$ cat src/hw/rtl/tree_bitmap_delta_frame_encoder_core_assert.svh
// Assertion macros shared by the frame encoder RTL.
// Needs nothing else; each macro expands to one labeled concurrent assertion.
`ifndef TREE_BITMAP_DELTA_FRAME_ENCODER_CORE_ASSERT_SVH
`define TREE_BITMAP_DELTA_FRAME_ENCODER_CORE_ASSERT_SVH

// Consequent must hold in the same cycle as the antecedent.
`define TBDFE_ASSERT_SAME(label, clk, rst, ante, cons, msg) \
   label: assert property (@(posedge clk) disable iff (rst) (ante) |-> (cons)) \
      else $error(msg);

// Consequent must hold in the cycle after the antecedent.
`define TBDFE_ASSERT_NEXT(label, clk, rst, ante, cons, msg) \
   label: assert property (@(posedge clk) disable iff (rst) (ante) |=> (cons)) \
      else $error(msg);

`endif

$ cat src/hw/rtl/tbdfe_pkg.sv
// Shared types and constants of the frame encoder.
// Used by the RAM, the walk sequencer and the top level; depends on nothing.
package tbdfe_pkg;

   localparam int LINES_USED_DEF  = 60;
   localparam int LINES_MAX       = 64;
   localparam int PIXELS_PER_LINE = 64;
   localparam int GROUP_SIZE      = 8;
   localparam int BYTE_W          = 8;
   localparam int POS_W           = 12;
   localparam int COUNT_W         = 13;
   localparam int LINE_ADDR_W     = 6;

   localparam logic KIND_LOAD = 1'b0;
   localparam logic KIND_PULL = 1'b1;

   typedef struct packed {
      logic              kind;
      logic [BYTE_W-1:0] cur_value;
      logic [BYTE_W-1:0] prev_value;
   } req_type;

   typedef struct packed {
      logic [BYTE_W-1:0] stream_byte;
      logic              last_byte;
   } rsp_type;

   // Position of the stream walk in the mask hierarchy
   typedef enum logic [4:0] {
      PH_BAND    = 5'b00001,
      PH_LINE    = 5'b00010,
      PH_GROUP   = 5'b00100,
      PH_PIXMASK = 5'b01000,
      PH_VALUE   = 5'b10000
   } phase_type;

   typedef enum logic [1:0] {
      ST_IDLE = 2'b01,
      ST_SCAN = 2'b10
   } seq_type;

   // Mask level searched by the shared find-first-set unit
   typedef enum logic [3:0] {
      LV_PIXEL = 4'b0001,
      LV_GROUP = 4'b0010,
      LV_LINE  = 4'b0100,
      LV_BAND  = 4'b1000
   } level_type;

   typedef struct packed {
      logic [2:0] band;
      logic [2:0] line;
      logic [2:0] group;
      logic [2:0] pixel;
   } walk_pos_type;

   typedef struct packed {
      logic start;
      logic clear;
      logic out_free;
   } walk_ctrl_type;

   typedef struct packed {
      logic busy;
      logic done;
      logic last;
   } walk_stat_type;

endpackage

$ cat src/hw/rtl/tbdfe_ram.sv
// Generic single-write, single-read RAM with registered read data.
// Depends on tbdfe_pkg for default sizes.
module tbdfe_ram #(
   parameter int WIDTH  = tbdfe_pkg::BYTE_W,
   parameter int DEPTH  = tbdfe_pkg::LINES_MAX,
   parameter int ADDR_W = tbdfe_pkg::LINE_ADDR_W
) (
   input  logic              clock,
   input  logic              wr_en,
   input  logic [ADDR_W-1:0] wr_addr,
   input  logic [WIDTH-1:0]  wr_data,
   input  logic              rd_en,
   input  logic [ADDR_W-1:0] rd_addr,
   output logic [WIDTH-1:0]  rd_data
);

   logic [WIDTH-1:0] mem_ff [DEPTH];
   logic [WIDTH-1:0] rd_data_ff;

   // Write and read; read data holds until the next read
   always_ff @(posedge clock) begin
      if (wr_en) begin
         mem_ff[wr_addr] <= wr_data;
      end
      if (rd_en) begin
         rd_data_ff <= mem_ff[rd_addr];
      end
   end

   assign rd_data = rd_data_ff;

endmodule

$ cat config.mk
export PLATFORM = sky130hd
export DESIGN_NAME = tbdfe_ram
export DESIGN_NICKNAME = d
export VERILOG_FILES = /design/src/hw/rtl/tree_bitmap_delta_frame_encoder_core_assert.svh /design/src/hw/rtl/tbdfe_pkg.sv /design/src/hw/rtl/tbdfe_ram.sv
export SDC_FILE = /design/constraint.sdc
export NUM_CORES = 1
export LEC_CHECK = 0
export BUFFER_PORTS_ARGS = -buffer_cell sky130_fd_sc_hd__buf_4
export CORE_MARGIN = 2
export CORE_UTILIZATION = 55
export CTS_CLUSTER_DIAMETER = 120
export DETAILED_ROUTE_END_ITERATION = 10
export GPL_TIMING_DRIVEN = 0
export PLACE_DENSITY = 0.8
export SYNTH_ARGS = -nofsm -noshare
export SYNTH_HDL_FRONTEND = slang
export SYNTH_SLANG_ARGS = --single-unit
export TNS_END_PERCENT = 1
$ cat constraint.sdc
create_clock -name clock -period 6.3 [get_ports clock]
set_input_delay 1.26 -clock clock [delete_from_list [all_inputs] [get_ports clock]]
set_output_delay 1.26 -clock clock [all_outputs]
set_load 0.02 [all_outputs]
; ---- After elaboration in Yosys (flattened, before gate mapping)
; Memory sizes are Yosys's and may differ from the RTL's. A register that Yosys moved wholly into a read port is not among the register bits.
; Cells that the tools add are included.
[totals]
regBits = 0
ram_bits = 512
in_bits = 23
output_inout_bits = 8
elab_cells = 3
mem_count = 1
[op_classes]
n_mux = 2
[memory_table]
columns = name, words, width, rd, rd_clocked_by_memory_dff, write_ports, line
row1 = mem_ff, 64, 8, 1, 1, 1, tbdfe_ram.sv:17  ; logic [WIDTH-1:0] mem_ff [DEPTH];
[op_table]
columns = op, n
row1 = $mux 1, 2

; ---- Longest topological paths before layout
[logic_depth]
word_depth = 2
depth_mapped = 9
mapped_depth_nobuf = 5

; ---- Worst setup path after synthesis
; No wires, ideal clock.
[synth_timing]
path_kind = in2reg
from = input rd_addr[1]
to = register rd_data_ff[3] (netlist: rd_data[3]) (read register of mem_ff) (data pin)
setup_ps = 266
arrival_time_ps = 2800
t_required_ps = 6034
path_slack_ps = 3234
path_stages = 7
path_cell_list = buf_4 > buf_2 > buf_2 > mux4_2 > mux4_2 > o21ai_1 > o41ai_1
[synth_lines]
columns = element, line
row1 = "start, declared", tbdfe_ram.sv:13  ; input logic [ADDR_W-1:0] rd_addr,
row2 = "end, declared", tbdfe_ram.sv:18  ; logic [WIDTH-1:0] rd_data_ff;

==> results.json <==
{
  "peakVddDrop_mv": 0.165,
  "hp-start": "rd_en",
  "ys_seq_area_frac": 0.771,
  "dr.pass1.iters": 8,
  "cts_tree": "done",
  "async_flop_share": 0,
  "cp_slowest_stage_delay_ns": 0.84,
  "grt_first_pass_wirelength_um": 67600,
  "synth_edf_count": 520,
  "syn-cell-area_um2": 20200,
  "crit_path_top_delay_cell": "buf_1",
  "cp_num_buf_inv": 3,
  "regToRegSetupSlack_ns": 4.02,
  "clock_skew_ns": 0.0118,
  "vias_per_cell": 6.74,
  "initial_core_util": 0.556,
  "routabilityCongestion": 0.952,
  "crit_type": "primary input to flop",
  "p_leak_uw": 0.00692,
  "cts.sinks": 520,
  "finalSetupViolCount": 0,
  "hold_path_class": "primary input to flop",
  "clkTransAtPathRegs_ns": 0.06,
  "worst_setup_path_end_kind": "flop",
  "rows": 70,
  "timing.rr.start": "mem_ff[28][6]",
  "ios": 31,
  "holdPathStages": 1,
  "first_global_vias": 10138,
  "root_buffer": "clkbuf_16",
  "p_per_area_nw_per_um2": 307,
  "grt_max_degree": 65,
  "relSlewSlack": 0.202,
  "crit_chain": "buf_4 -> buf_2 -> buf_1 -> nand2_1 -> o221ai_1 -> nor2_1 -> nor3_1 -> o32ai_1",
  "finalHoldViolCount": 0,
  "grt.total_usage": 0.248,
  "start_kind": "primary input",
  "syn_area_per_cell_um2": 21.5,
  "htree_levels": 2,
  "place_area_um2": 21000,
  "synth_nets": 963,
  "outcome": "finished, final reports clean",
  "drc_errors": 0,
  "dpl.hpwl_um": 28800,
  "clk_latency_ns": 0.57,
  "die_area_um2": 38400,
  "detail-route-antenna-nets": 0,
  "slew_violations": 0,
  "cp.required_ns": 6.57,
  "cts_buffers": 48,
  "core_um2": 36400,
  "worst-path-max-fanout": 10,
  "hold-path-endpoint": "rd_data[3]",
  "ys.flop_type": "edfxtp_1",
  "fin_tns_setup_ns": 0,
  "post-route-period-util": 0.593,
  "maxCapViolations": 0,
  "fmax_mhz": 268,
  "r2r_cells": 5,
  "grt.overflow.total": 0,
  "rr_endpoint": "rd_data[6]",
  "dr.first_iter.drc_count": 1685,
  "wl_um": 46800,
  "antenna_found_initial": 5,
  "wl_per_cell_um": 31.0,
  "die-width_um": 196,
  "rsz0062_at_grt": "no",
  "fin_nets": 1035,
  "cts_hold_buf": 0,
  "cts_resized": 0,
  "syn2layout_area_growth_pct": 10.6,
  "synthCells": 940,
  "synth-seq-cells": 520,
  "clock_path_buffers": 3,
  "max_slew.worst_pin.slew_ns": 1.19,
  "vias": 10171,
  "ys_warn_count": 0,
  "path_delay_family": "buffers and inverters",
  "num_antenna_cells": 0,
  "period_minus_slack_ns": 3.73,
  "drive_gt1_frac": 0.244,
  "arrival_ns": 4.00,
  "cts_setup_buffers": 0,
  "io_buffers": 22,
  "synth_cell_types": 39,
  "die_h_um": 196,
  "stdcell_area_um2": 22400
}
[layer usage]
metal | part of all wire | global-route usage | up-vias
li1 | - | - | 4065
met5 | 0.0011 | 0 | -
met3 | 0.12 | 0.0603 | 123
met1 | 0.37 | 0.347 | 5256
met4 | 0.037 | 0.0870 | 8
met2 | 0.47 | 0.389 | 719
[sequential cells by signal, indices dropped and copies added (netlist names)]
| register | flops |
|---|---|
| mem_ff | 512 |
| rd_data | 8 |
[how the worst max path moves through the flow]
stage | start | end | cells past startpoint
2_1_floorplan | rd_addr[1] | rd_data[3] | 7
3_3_place_gp | rd_addr[1] | rd_data[3] | 7
3_5_place_dp | rd_addr[1] | rd_data[3] | 7
4_1_cts | rd_addr[2] | rd_data[3] | 7
5_1_grt | rd_addr[1] | rd_data[6] | 8
6_report | rd_addr[1] | rd_data[4] | 8
[synth_stat cells (3+ instances only)]
master,number,area (µm²)
a22oi_1,3,22.5
o2bb2ai_1,3,26.3
a21oi_1,3,15.0
buf_2,11,55.1
nand2_1,19,71.3
nor2_1,83,312
mux2i_1,23,230
o22ai_1,8,50.1
buf_4,13,97.6
o221ai_1,8,70.1
buf_6,4,45.0
nand3_1,13,65.1
mux2_2,13,146
nor2b_1,14,87.6
nand3b_1,3,22.5
o2111ai_1,3,26.3
nor3_1,7,35.0
mux4_2,126,2840
a221oi_1,6,52.6
buf_1,4,15.0
edfxtp_1,520,15600
a211oi_1,4,30.0
clkbuf_1,17,63.8
nand2b_1,7,43.8
[cells in the final DEF, fill, tap and decap left out, types with 3 or more instances in the layout]
master,Yosys,final
edfxtp_1,520,520
mux4_2,126,126
nor2_1,83,83
clkbuf_16,0,49
buf_4,13,35
clkbuf_1,17,27
mux2i_1,23,23
nand2_1,19,19
nor2b_1,14,14
mux2_2,13,13
nand3_1,13,13
buf_2,11,11
o221ai_1,8,8
o22ai_1,8,8
nand2b_1,7,7
nor3_1,7,7
clkinv_2,0,7
clkinv_1,0,7
a221oi_1,6,6
buf_6,4,4
buf_1,4,4
a211oi_1,4,4
nand3b_1,3,3
a21oi_1,3,3
a22oi_1,3,3
o2111ai_1,3,3
o2bb2ai_1,3,3
[power by group]
part | total, µW | internal [µW] | leakage (µW) | switching, µW
clock network | 2650 | 1450 | 0.000677 | 1190
registers | 3840 | 3840 | 0.00469 | 6.92
logic | 384 | 139 | 0.00156 | 245
total | 6870 | 5430 | 0.00692 | 1440
[area by class of cell]
cell class | count | area [µm²]
multi-input cells | 369 | 4320
clock inverters | 19 | 124
plain buffers | 51 | 317
fillers | 2408 | 14000
well taps | 468 | 586
repair buffers | 22 | 165
flip-flops and latches | 520 | 15600
clock buffers | 59 | 1260
[cell families after synthesis]
| logic type | after synthesis | share of synthesized area |
|---|---|---|
| buffers and inverters | 51 | 0.0156 |
| AO/OA/AOI/OAI | 54 | 0.0206 |
| AND/OR/NAND/NOR | 153 | 0.0337 |
| multiplexers | 162 | 0.159 |
| flip-flops | 520 | 0.771 |
[metrics by stage]
stage	total power [µW]	std cells	worst slack (ns)	hold WS, ns	utilization
2_1_floorplan	4130	940	3.23	0.797	-
3_3_place_gp	4280	1430	2.21	1.02	0.576
3_5_place_dp	4290	1430	2.19	1.03	0.576
4_1_cts	6880	1508	2.76	0.971	0.614
5_1_grt	7020	1508	2.60	0.985	0.614
6_report	6870	1508	2.57	0.977	0.614
Note: power is estimated with default switching activity, not from simulation.
