<file path="src/hw/rtl/tree_bitmap_delta_frame_encoder_core_assert.svh">
// Assertion macros shared by the frame encoder RTL.
// Needs nothing else; each macro expands to one labeled concurrent assertion.
`ifndef TREE_BITMAP_DELTA_FRAME_ENCODER_CORE_ASSERT_SVH
`define TREE_BITMAP_DELTA_FRAME_ENCODER_CORE_ASSERT_SVH

// Consequent must hold in the same cycle as the antecedent.
`define TBDFE_ASSERT_SAME(label, clk, rst, ante, cons, msg) \
   label: assert property (@(posedge clk) disable iff (rst) (ante) |-> (cons)) \
      else $error(msg);

// Consequent must hold in the cycle after the antecedent.
`define TBDFE_ASSERT_NEXT(label, clk, rst, ante, cons, msg) \
   label: assert property (@(posedge clk) disable iff (rst) (ante) |=> (cons)) \
      else $error(msg);

`endif

</file>
<file path="src/hw/rtl/tbdfe_pkg.sv">
// Shared types and constants of the frame encoder.
// Used by the RAM, the walk sequencer and the top level; depends on nothing.
package tbdfe_pkg;

   localparam int LINES_USED_DEF  = 60;
   localparam int LINES_MAX       = 64;
   localparam int PIXELS_PER_LINE = 64;
   localparam int GROUP_SIZE      = 8;
   localparam int BYTE_W          = 8;
   localparam int POS_W           = 12;
   localparam int COUNT_W         = 13;
   localparam int LINE_ADDR_W     = 6;

   localparam logic KIND_LOAD = 1'b0;
   localparam logic KIND_PULL = 1'b1;

   typedef struct packed {
      logic              kind;
      logic [BYTE_W-1:0] cur_value;
      logic [BYTE_W-1:0] prev_value;
   } req_type;

   typedef struct packed {
      logic [BYTE_W-1:0] stream_byte;
      logic              last_byte;
   } rsp_type;

   // Position of the stream walk in the mask hierarchy
   typedef enum logic [4:0] {
      PH_BAND    = 5'b00001,
      PH_LINE    = 5'b00010,
      PH_GROUP   = 5'b00100,
      PH_PIXMASK = 5'b01000,
      PH_VALUE   = 5'b10000
   } phase_type;

   typedef enum logic [1:0] {
      ST_IDLE = 2'b01,
      ST_SCAN = 2'b10
   } seq_type;

   // Mask level searched by the shared find-first-set unit
   typedef enum logic [3:0] {
      LV_PIXEL = 4'b0001,
      LV_GROUP = 4'b0010,
      LV_LINE  = 4'b0100,
      LV_BAND  = 4'b1000
   } level_type;

   typedef struct packed {
      logic [2:0] band;
      logic [2:0] line;
      logic [2:0] group;
      logic [2:0] pixel;
   } walk_pos_type;

   typedef struct packed {
      logic start;
      logic clear;
      logic out_free;
   } walk_ctrl_type;

   typedef struct packed {
      logic busy;
      logic done;
      logic last;
   } walk_stat_type;

endpackage

</file>
<file path="src/hw/rtl/tbdfe_ffs.sv">
// Find-first-set unit: lowest set bit of an 8-bit mask at or above a start bit.
// Shared by all levels of the stream walk; depends on nothing.
module tbdfe_ffs (
   input  logic [7:0] mask,
   input  logic [3:0] start,
   output logic       found,
   output logic [2:0] index
);

   logic [7:0] masked;

   // Drop bits below the start position
   always_comb begin
      for (int b = 0; b < 8; b++) begin
         masked[b] = mask[b] && (4'(b) >= start);
      end
   end

   // Priority encode, lowest bit wins; index is zero when nothing is set
   always_comb begin
      index = 3'd0;
      for (int b = 7; b >= 0; b--) begin
         if (masked[b]) begin
            index = 3'(b);
         end
      end
   end

   assign found = |masked;

endmodule

</file>
<file path="src/hw/rtl/tbdfe_walk.sv">
// Stream walk sequencer: steps through band, line, group and pixel masks
// with one shared find-first-set unit. Depends on tbdfe_pkg and tbdfe_ffs.
module tbdfe_walk (
   input  logic                     clock,
   input  logic                     reset,
   input  tbdfe_pkg::walk_ctrl_type ctrl,
   input  logic [7:0]               band_mask,
   input  logic [7:0]               line_mask,
   input  logic [7:0]               group_mask,
   input  logic [7:0]               pixel_mask,
   input  logic [7:0]               pixel_value,
   output tbdfe_pkg::walk_pos_type  pos,
   output tbdfe_pkg::walk_stat_type stat,
   output logic [7:0]               out_byte
);

   tbdfe_pkg::seq_type      seq_ff, seq_in;
   tbdfe_pkg::phase_type    phase_ff, phase_in, next_phase;
   tbdfe_pkg::level_type    level_ff, level_in, level_up, start_level;
   tbdfe_pkg::walk_pos_type pos_ff, pos_in;

   logic [7:0] scan_mask;
   logic [2:0] scan_cur;
   logic [3:0] scan_start;
   logic       scan_found;
   logic [2:0] scan_index;
   logic       phase_value;
   logic       at_band;
   logic       scanning;
   logic       final_step;
   logic       end_stream;

   // Select the mask and the current index of the level under search
   always_comb begin
      scan_mask  = band_mask;
      scan_cur   = pos_ff.band;
      next_phase = tbdfe_pkg::PH_LINE;
      level_up   = tbdfe_pkg::LV_BAND;
      unique case (level_ff)
         tbdfe_pkg::LV_PIXEL: begin
            scan_mask  = pixel_mask;
            scan_cur   = pos_ff.pixel;
            next_phase = tbdfe_pkg::PH_VALUE;
            level_up   = tbdfe_pkg::LV_GROUP;
         end
         tbdfe_pkg::LV_GROUP: begin
            scan_mask  = group_mask;
            scan_cur   = pos_ff.group;
            next_phase = tbdfe_pkg::PH_PIXMASK;
            level_up   = tbdfe_pkg::LV_LINE;
         end
         tbdfe_pkg::LV_LINE: begin
            scan_mask  = line_mask;
            scan_cur   = pos_ff.line;
            next_phase = tbdfe_pkg::PH_GROUP;
            level_up   = tbdfe_pkg::LV_BAND;
         end
         tbdfe_pkg::LV_BAND: begin
            scan_mask  = band_mask;
            scan_cur   = pos_ff.band;
            next_phase = tbdfe_pkg::PH_LINE;
            level_up   = tbdfe_pkg::LV_BAND;
         end
         default: begin
            scan_mask  = band_mask;
         end
      endcase
   end

   assign phase_value = (phase_ff == tbdfe_pkg::PH_VALUE);
   // In the value phase search past the current entry, otherwise from bit zero
   assign scan_start  = phase_value ? ({1'b0, scan_cur} + 4'd1) : 4'd0;

   tbdfe_ffs u_ffs (
      .mask  (scan_mask),
      .start (scan_start),
      .found (scan_found),
      .index (scan_index)
   );

   assign at_band    = (level_ff == tbdfe_pkg::LV_BAND);
   assign scanning   = (seq_ff == tbdfe_pkg::ST_SCAN);
   assign final_step = scan_found || at_band || !phase_value;
   assign end_stream = !scan_found && at_band;

   // Pick the first level to search and the byte to emit from the phase
   always_comb begin
      start_level = tbdfe_pkg::LV_BAND;
      out_byte    = band_mask;
      unique case (phase_ff)
         tbdfe_pkg::PH_BAND: begin
            start_level = tbdfe_pkg::LV_BAND;
            out_byte    = band_mask;
         end
         tbdfe_pkg::PH_LINE: begin
            start_level = tbdfe_pkg::LV_LINE;
            out_byte    = line_mask;
         end
         tbdfe_pkg::PH_GROUP: begin
            start_level = tbdfe_pkg::LV_GROUP;
            out_byte    = group_mask;
         end
         tbdfe_pkg::PH_PIXMASK: begin
            start_level = tbdfe_pkg::LV_PIXEL;
            out_byte    = pixel_mask;
         end
         tbdfe_pkg::PH_VALUE: begin
            start_level = tbdfe_pkg::LV_PIXEL;
            out_byte    = pixel_value;
         end
         default: begin
            start_level = tbdfe_pkg::LV_BAND;
         end
      endcase
   end

   // Advance the sequencer; climb a level on a miss, commit on a hit, end the stream on a band miss
   always_comb begin
      seq_in   = seq_ff;
      phase_in = phase_ff;
      level_in = level_ff;
      pos_in   = pos_ff;
      unique case (seq_ff)
         tbdfe_pkg::ST_IDLE: begin
            if (ctrl.start) begin
               seq_in   = tbdfe_pkg::ST_SCAN;
               level_in = start_level;
            end
         end
         tbdfe_pkg::ST_SCAN: begin
            if (!final_step) begin
               level_in = level_up;
            end else if (ctrl.out_free) begin
               seq_in = tbdfe_pkg::ST_IDLE;
               if (end_stream) begin
                  phase_in = tbdfe_pkg::PH_BAND;
                  pos_in   = '0;
               end else begin
                  phase_in = next_phase;
                  unique case (level_ff)
                     tbdfe_pkg::LV_PIXEL: pos_in.pixel = scan_index;
                     tbdfe_pkg::LV_GROUP: pos_in.group = scan_index;
                     tbdfe_pkg::LV_LINE:  pos_in.line  = scan_index;
                     tbdfe_pkg::LV_BAND:  pos_in.band  = scan_index;
                     default:             pos_in       = pos_ff;
                  endcase
               end
            end
         end
         default: begin
            seq_in = tbdfe_pkg::ST_IDLE;
         end
      endcase
      // Drop the walk when a new frame starts
      if (ctrl.clear) begin
         seq_in   = tbdfe_pkg::ST_IDLE;
         phase_in = tbdfe_pkg::PH_BAND;
         level_in = tbdfe_pkg::LV_BAND;
         pos_in   = '0;
      end
   end

   always_ff @(posedge clock) begin
      if (reset) begin
         seq_ff   <= tbdfe_pkg::ST_IDLE;
         phase_ff <= tbdfe_pkg::PH_BAND;
         level_ff <= tbdfe_pkg::LV_BAND;
         pos_ff   <= '0;
      end else begin
         seq_ff   <= seq_in;
         phase_ff <= phase_in;
         level_ff <= level_in;
         pos_ff   <= pos_in;
      end
   end

   assign pos       = pos_ff;
   assign stat.busy = scanning;
   assign stat.done = scanning && final_step && ctrl.out_free;
   assign stat.last = end_stream;

endmodule

</file>
<file path="config.mk">
export PLATFORM = sky130hd
export DESIGN_NAME = tbdfe_walk
export DESIGN_NICKNAME = d
export VERILOG_FILES = /design/src/hw/rtl/tree_bitmap_delta_frame_encoder_core_assert.svh /design/src/hw/rtl/tbdfe_pkg.sv /design/src/hw/rtl/tbdfe_ffs.sv /design/src/hw/rtl/tbdfe_walk.sv
export SDC_FILE = /design/constraint.sdc
export NUM_CORES = 1
export LEC_CHECK = 0
export ABC_AREA = 1
export BUFFER_PORTS_ARGS = -buffer_cell sky130_fd_sc_hd__buf_4
export CAP_MARGIN = 30
export CORE_MARGIN = 4
export CORE_UTILIZATION = 30
export CTS_CLUSTER_DIAMETER = 40
export DETAILED_ROUTE_END_ITERATION = 6
export PLACE_DENSITY_LB_ADDON = 0.05
export SLEW_MARGIN = 40
export SYNTH_ARGS = -nofsm -noshare
export SYNTH_HDL_FRONTEND = slang
export SYNTH_HIERARCHICAL = 1
export SYNTH_SLANG_ARGS = --single-unit
</file>
<file path="constraint.sdc">
create_clock -name clock -period 3.7 [get_ports clock]
set_input_delay 0.74 -clock clock [delete_from_list [all_inputs] [get_ports clock]]
set_output_delay 0.74 -clock clock [all_outputs]
set_load 0.1 [all_outputs]
</file>
## Word-level counts from Yosys, hierarchy flattened

Cells that the tools add are included.

| cells by class | value |
|---|---|
| $lt $le $gt $ge | 8 |
| equality and inequality tests | 14 |
| mux-type cells | 28 |
| add/subtract/negate cells | 1 |
| reduce and logical (&&, ||, !) cells | 30 |

Operators by type and width:

| kind | number |
|---|---|
| $mux 3 | 12 |
| $pmux 8 s4 | 1 |
| $pmux 8 s3 | 1 |
| $ge 3x4->1 const A | 4 |
| $pmux 4 s2 | 2 |
| $reduce_and 4->1 | 4 |
| $pmux 5 s3 | 1 |
| $mux 12 | 1 |
| $mux 4 | 3 |
| $pmux 4 s3 | 1 |
| $logic_and 1x1->1 | 11 |
| $reduce_bool 2->1 | 5 |
| $pmux 3 s3 | 1 |
| $reduce_and 3->1 | 3 |
| $ge 1x4->1 const A | 2 |
| $ge 2x4->1 const A | 2 |
| $reduce_or 8->1 | 1 |
| $mux 2 | 3 |
| $ne 2x2->1 const B | 3 |
| $eq 5x2->1 const B | 1 |
| $eq 5x3->1 const B | 1 |
| $eq 5x4->1 const B | 1 |
| $eq 5x5->1 const B | 1 |
| $mux 5 | 1 |
| 12 further kinds | 15 |

| storage, ports and cells | value |
|---|---|
| register bits after elaboration | 23 |
| bits of input ports | 45 |

## Longest topological paths before layout

| logic depth | value |
|---|---|
| depth after elaboration | 16 |
| gate-level depth with buffers | 24 |

## By module

Netlist, hierarchy kept.

Modules (own cells, without submodules):

| module | area an instance (um^2) | times used | cells an instance |
|---|---|---|---|
| tbdfe_walk | 1816.7 | 1 | 320 |
| tbdfe_ffs | 167.7 | 1 | 35 |

## Worst setup path after synthesis

OpenSTA, ideal clock, no wires.

| timing path | value |
|---|---|
| path kind | reg-to-output |
| start point | reg pos_ff, in the netlist pos[0] |
| end point | out stat[1] (netlist bit) |
| stages on the path, launching flop included | 16 |
| data required time | 2.960 ns |
| setup slack | 0.047 ns |
| arrival | 2.913 ns |
| cell sequence | dfxtp_1 -> nand4_1 -> nand4_1 -> and2_1 -> ha_1 -> nor2_1 -> nor2_1 -> nand3_1 -> nand2_1 -> o21ai_1 -> nor2_1 -> nand2_1 -> a21oi_2 -> nand2_4 -> nand2_2 -> inv_2 |

RTL lines:

| element | line | text |
|---|---|---|
| start: declaration | tbdfe_walk.sv:20 | `tbdfe_pkg::walk_pos_type pos_ff, pos_in;` |
| start signal: assignment | tbdfe_walk.sv:173 | `pos_ff <= pos_in;` |
| end: declaration | tbdfe_walk.sv:13 | `output tbdfe_pkg::walk_stat_type stat,` |

==> run_results.csv <==
group,metric,value,unit
timing,setup_viol,0,
worst_setup_path,startpoint_type,"flop",
power,leakagePower,1.562,nW
detailed_routing,finalWirelength,7111,um
worst_setup_path,crit_type,"reg2out",
synth,ys_seq_area_frac,0.2320,
final_layout,antenna_cells,0,
synth,syn_area,0.001984,sq mm
worst_hold_path,worstHoldStart,"phase_ff[3]$_SDFFE_PP0P_",
synth,synthMuxAreaShare,0,
grt,antenna_found_initial,0,
grt,top_usage_layer,"met2",
worst_setup_path,crit_fanout,4,
final_layout,fillers,737,
final_layout,layout-drive-gt1-share,0.3183,
clock_tree,cts-root-buf,"clkbuf_8",
synth,synth_seq_cells,23,
synth,ys_warn_count,6,
worst_setup_path,ff2ff_setup_slack,620,ps
worst_hold_path,min_path_type,"reg2reg",
synth,synth-simple-area-share,0.4628,
grt,first_global_vias,2255,
worst_setup_path,crit_chain,"inv_1, nor2_4, nand2_4, nand3_1, nand4_1, and2_4, ha_4, nand2_2, nand2_2, nor2_4, o21ai_1, nand3_1, nand2_1, nor2_2, nand2_2, a21oi_4, nand2_4, nand2_4, inv_4, buf_12",
detailed_routing,ant_nets,0,
clock_tree,cts-hold-fix-buffers,0,
worst_setup_path,reg2regPathDepth,23,
timing,finalCriticalPeriod,3624,ps
clock_tree,worstSkewPairLatency,270,ps
worst_setup_path,end_kind,"output port",
grt,grt_usage,0.1739,
grt,use_met3,0.01935,
synth,synth_compound_area_frac,0.1557,
clock_tree,cts_tree,"done",
timing,holdWs,488.2,ps
worst_setup_path,critPathSlowestCell,"dfxtp_4",
power,irDropWorstVdd,0.0001295,V
grt,grtUsageMet2,0.3108,
clock_tree,clkSinkCount,23,
synth,syn_nets,401,
status,status,"completed",
worst_hold_path,hold_end,"phase_ff[3]$_SDFFE_PP0P_",
place,io_buffers,67,
clock_tree,h-tree-depth,1,
clock_tree,clkTransAtPathRegs,90,ps
power,p_total,0.5515,mW
floorplanning,die_y,89.33,um
floorplanning,coreArea,0.006386,sq mm
timing,skew,10.23,ps
power,power_density,188.9,mW/mm^2
grt,gr-total-overflow,0,
final_layout,syn_to_final_growth,47.10,%
worst_setup_path,reg2reg_from,"level_ff[2]$_SDFFE_PP0P_",
floorplanning,start_util,0.3107,
worst_setup_path,path_buf_inv,3,
timing,slew_violations,0,
floorplanning,die-area,0.007980,sq mm
timing,worst_pin_slew,659.8,ps
clock_tree,cts_buffers,3,
worst_setup_path,worstPathArrival,2880,ps
grt,grtUsageMet1,0.2255,
synth,synth_xor_area_frac,0,
detailed_routing,wl_per_cell,13.68,um
worst_setup_path,r2r_end,"level_ff[1]$_SDFFE_PP0P_",
detailed_routing,drc,0,
worst_setup_path,cpPeakStageDelay,380,ps
timing,hold_viol_final,0,
synth,synthAdderAreaFrac,0.006305,
timing,timing.final.crit_share,0.9793,
floorplanning,rows,29,
clock_tree,cts.path.max_buffers,2,
timing,tns,0,ps
job,maxCapViolCount,0,
synth,synth_top_family_by_area,"simple AND/OR/NAND/NOR gates",
synth,netlist-cell-type-count,28,
detailed_routing,drtIter0Drc,75,
synth,synth_cells,355,
grt,grt_pass1_wl,10910,um
place,hpwl,5615,um
worst_setup_path,worst_path_dominant_cell_family,"simple AND/OR/NAND/NOR gates",
detailed_routing,drt_first_pass_iters,6,
detailed_routing,num_vias,2457,
final_layout,final_nets,490,
grt,grt_max_degree,13,
floorplanning,die_x,89.33,um
timing,slew_headroom,0.5585,
detailed_routing,avgViaCountPerCell,4.725,
worst_hold_path,min_path_cells,2,
place,place_congestion,0.8067,
worst_setup_path,cp_data_required_time,2960,ps
timing,fmax,0.2760,GHz
floorplanning,boundaryPins,68,
synth,syn_avg_cell_area,5.590,sq um
-- cell usage after synthesis --
cell type / count / area (sq um)
nand2_1: 108 / 405.4
inv_1: 58 / 217.7
nor2_1: 49 / 183.9
dfxtp_1: 23 / 460.4
nand3_1: 22 / 110.1
a21oi_1: 20 / 100.1
o22ai_1: 16 / 100.1
o21ai_0: 11 / 55.05
nand4_1: 8 / 50.05
nor2_2: 7 / 43.79
nand3_2: 5 / 50.05
nand2_2: 4 / 25.02
inv_2: 3 / 11.26
a21oi_2: 2 / 17.52
buf_2: 2 / 10.01
buf_4: 2 / 15.01
buf_6: 2 / 22.52
clkbuf_1: 2 / 7.510
o21ai_1: 2 / 10.01
a31oi_1: 1 / 6.260
and2_1: 1 / 6.260
ha_1: 1 / 12.51
nand2_4: 1 / 11.26
nand3b_2: 1 / 11.26
nor2_4: 1 / 11.26
nor3_2: 1 / 10.01
o211ai_2: 1 / 12.51
o21bai_1: 1 / 7.510
-- state kept, by name, summed over array words and instances, names as in the netlist --
name	flops
pos	12
phase_ff	5
level_ff	4
seq_ff	2
-- layout make-up --
| class | instances | area, sq um | share of cell area |
|---|---|---|---|
| Multi-Input combinational cell | 263 | 1355 | 0.4642 |
| Timing Repair Buffer | 92 | 710.7 | 0.2435 |
| Sequential cell | 23 | 475.5 | 0.1629 |
| Inverter | 61 | 236.5 | 0.08101 |
| Tap cell | 77 | 96.34 | 0.03300 |
| Clock buffer | 4 | 45.04 | 0.01543 |
-- per-layer routing --
metal,routed length (um),up-vias
met4,68,0
met1,3235,1092
met3,456,7
met2,3350,59
met5,0,-
li1,-,1299
-- worst reg2reg max path, delay by kind of cell, from the launching register on --
family / cells / cell delay (ps)
buffers and inverters: 3 / 290
adders and majority gates: 1 / 160
DFF: 1 / 380
and+or+nand+nor: 17 / 1880
AOI/OAI and AO/OA: 2 / 280
-- placed cells by master, fill, tap and decap left out, types with 3 or more instances in the layout --
cell type  netlist  final
o21ai_1          2      3
inv_4            0      3
nor2_4           1      9
dfxtp_4          0      4
clkbuf_8         0      3
nand4_1          8      8
nor2_2           7      4
dfxtp_1         23     19
buf_4            2     89
nand2_4          1      3
o22ai_1         16     16
a21oi_1         20     20
nand2_2          4      7
nor2_1          49     44
nand3_2          5      6
inv_1           58     56
nand2_1        108    103
nand3_1         22     20
o21ai_0         11     10
-- worst max path at each step --
stage	startpoint	to	slack, ps	cells after the start
2_1_floorplan	pos[0]$_SDFFE_PP0P_	stat[1]	50	15
3_3_place_gp	level_ff[3]$_SDFFE_PP1P_	stat[1]	150	18
3_5_place_dp	level_ff[0]$_SDFFE_PP0P_	stat[1]	70	19
4_1_cts	level_ff[2]$_SDFFE_PP0P_	stat[1]	0.2	20
5_1_grt	level_ff[1]$_SDFFE_PP0P_	stat[1]	-70	21
6_report	level_ff[2]$_SDFFE_PP0P_	stat[1]	80	20
-- power by group --
part	switching [mW]	total (mW)	leakage [nW]	internal [mW]
logic	0.0854	0.142	1.35	0.0563
registers	0.00190	0.249	0.188	0.247
clock network	0.0841	0.161	0.0228	0.0770
-- stage by stage --
stage | setup slack (ps) | cell area [sq um] | cells | util
6_report | 76.48 | 2919 | 520 | 0.4571
5_1_grt | -66.63 | 2919 | 520 | 0.4571
4_1_cts | 0.1938 | 2718 | 510 | 0.4255
3_5_place_dp | 72.41 | 2626 | 504 | 0.4112
3_3_place_gp | 149.1 | 2626 | 504 | 0.4112
2_1_floorplan | 47.03 | 1984 | 355 | -
-- repair_timing --
action / 4_1_cts / 5_1_grt
pin swaps: 1 / 17
buffers inserted: 2 / 10
gates resized for setup: 11 / 35
endpoints found under the setup margin: 2 / 2
-- cell families after synthesis --
| logic type | Yosys count |
|---|---|
| adder cells (fa/ha/maj) | 1 |
| AND/OR/NAND/NOR | 208 |
| flip-flops | 23 |
| AO/OA/AOI/OAI | 54 |
| buffers and inverters | 69 |
No activity file was read; power rests on OpenSTA's default activity.
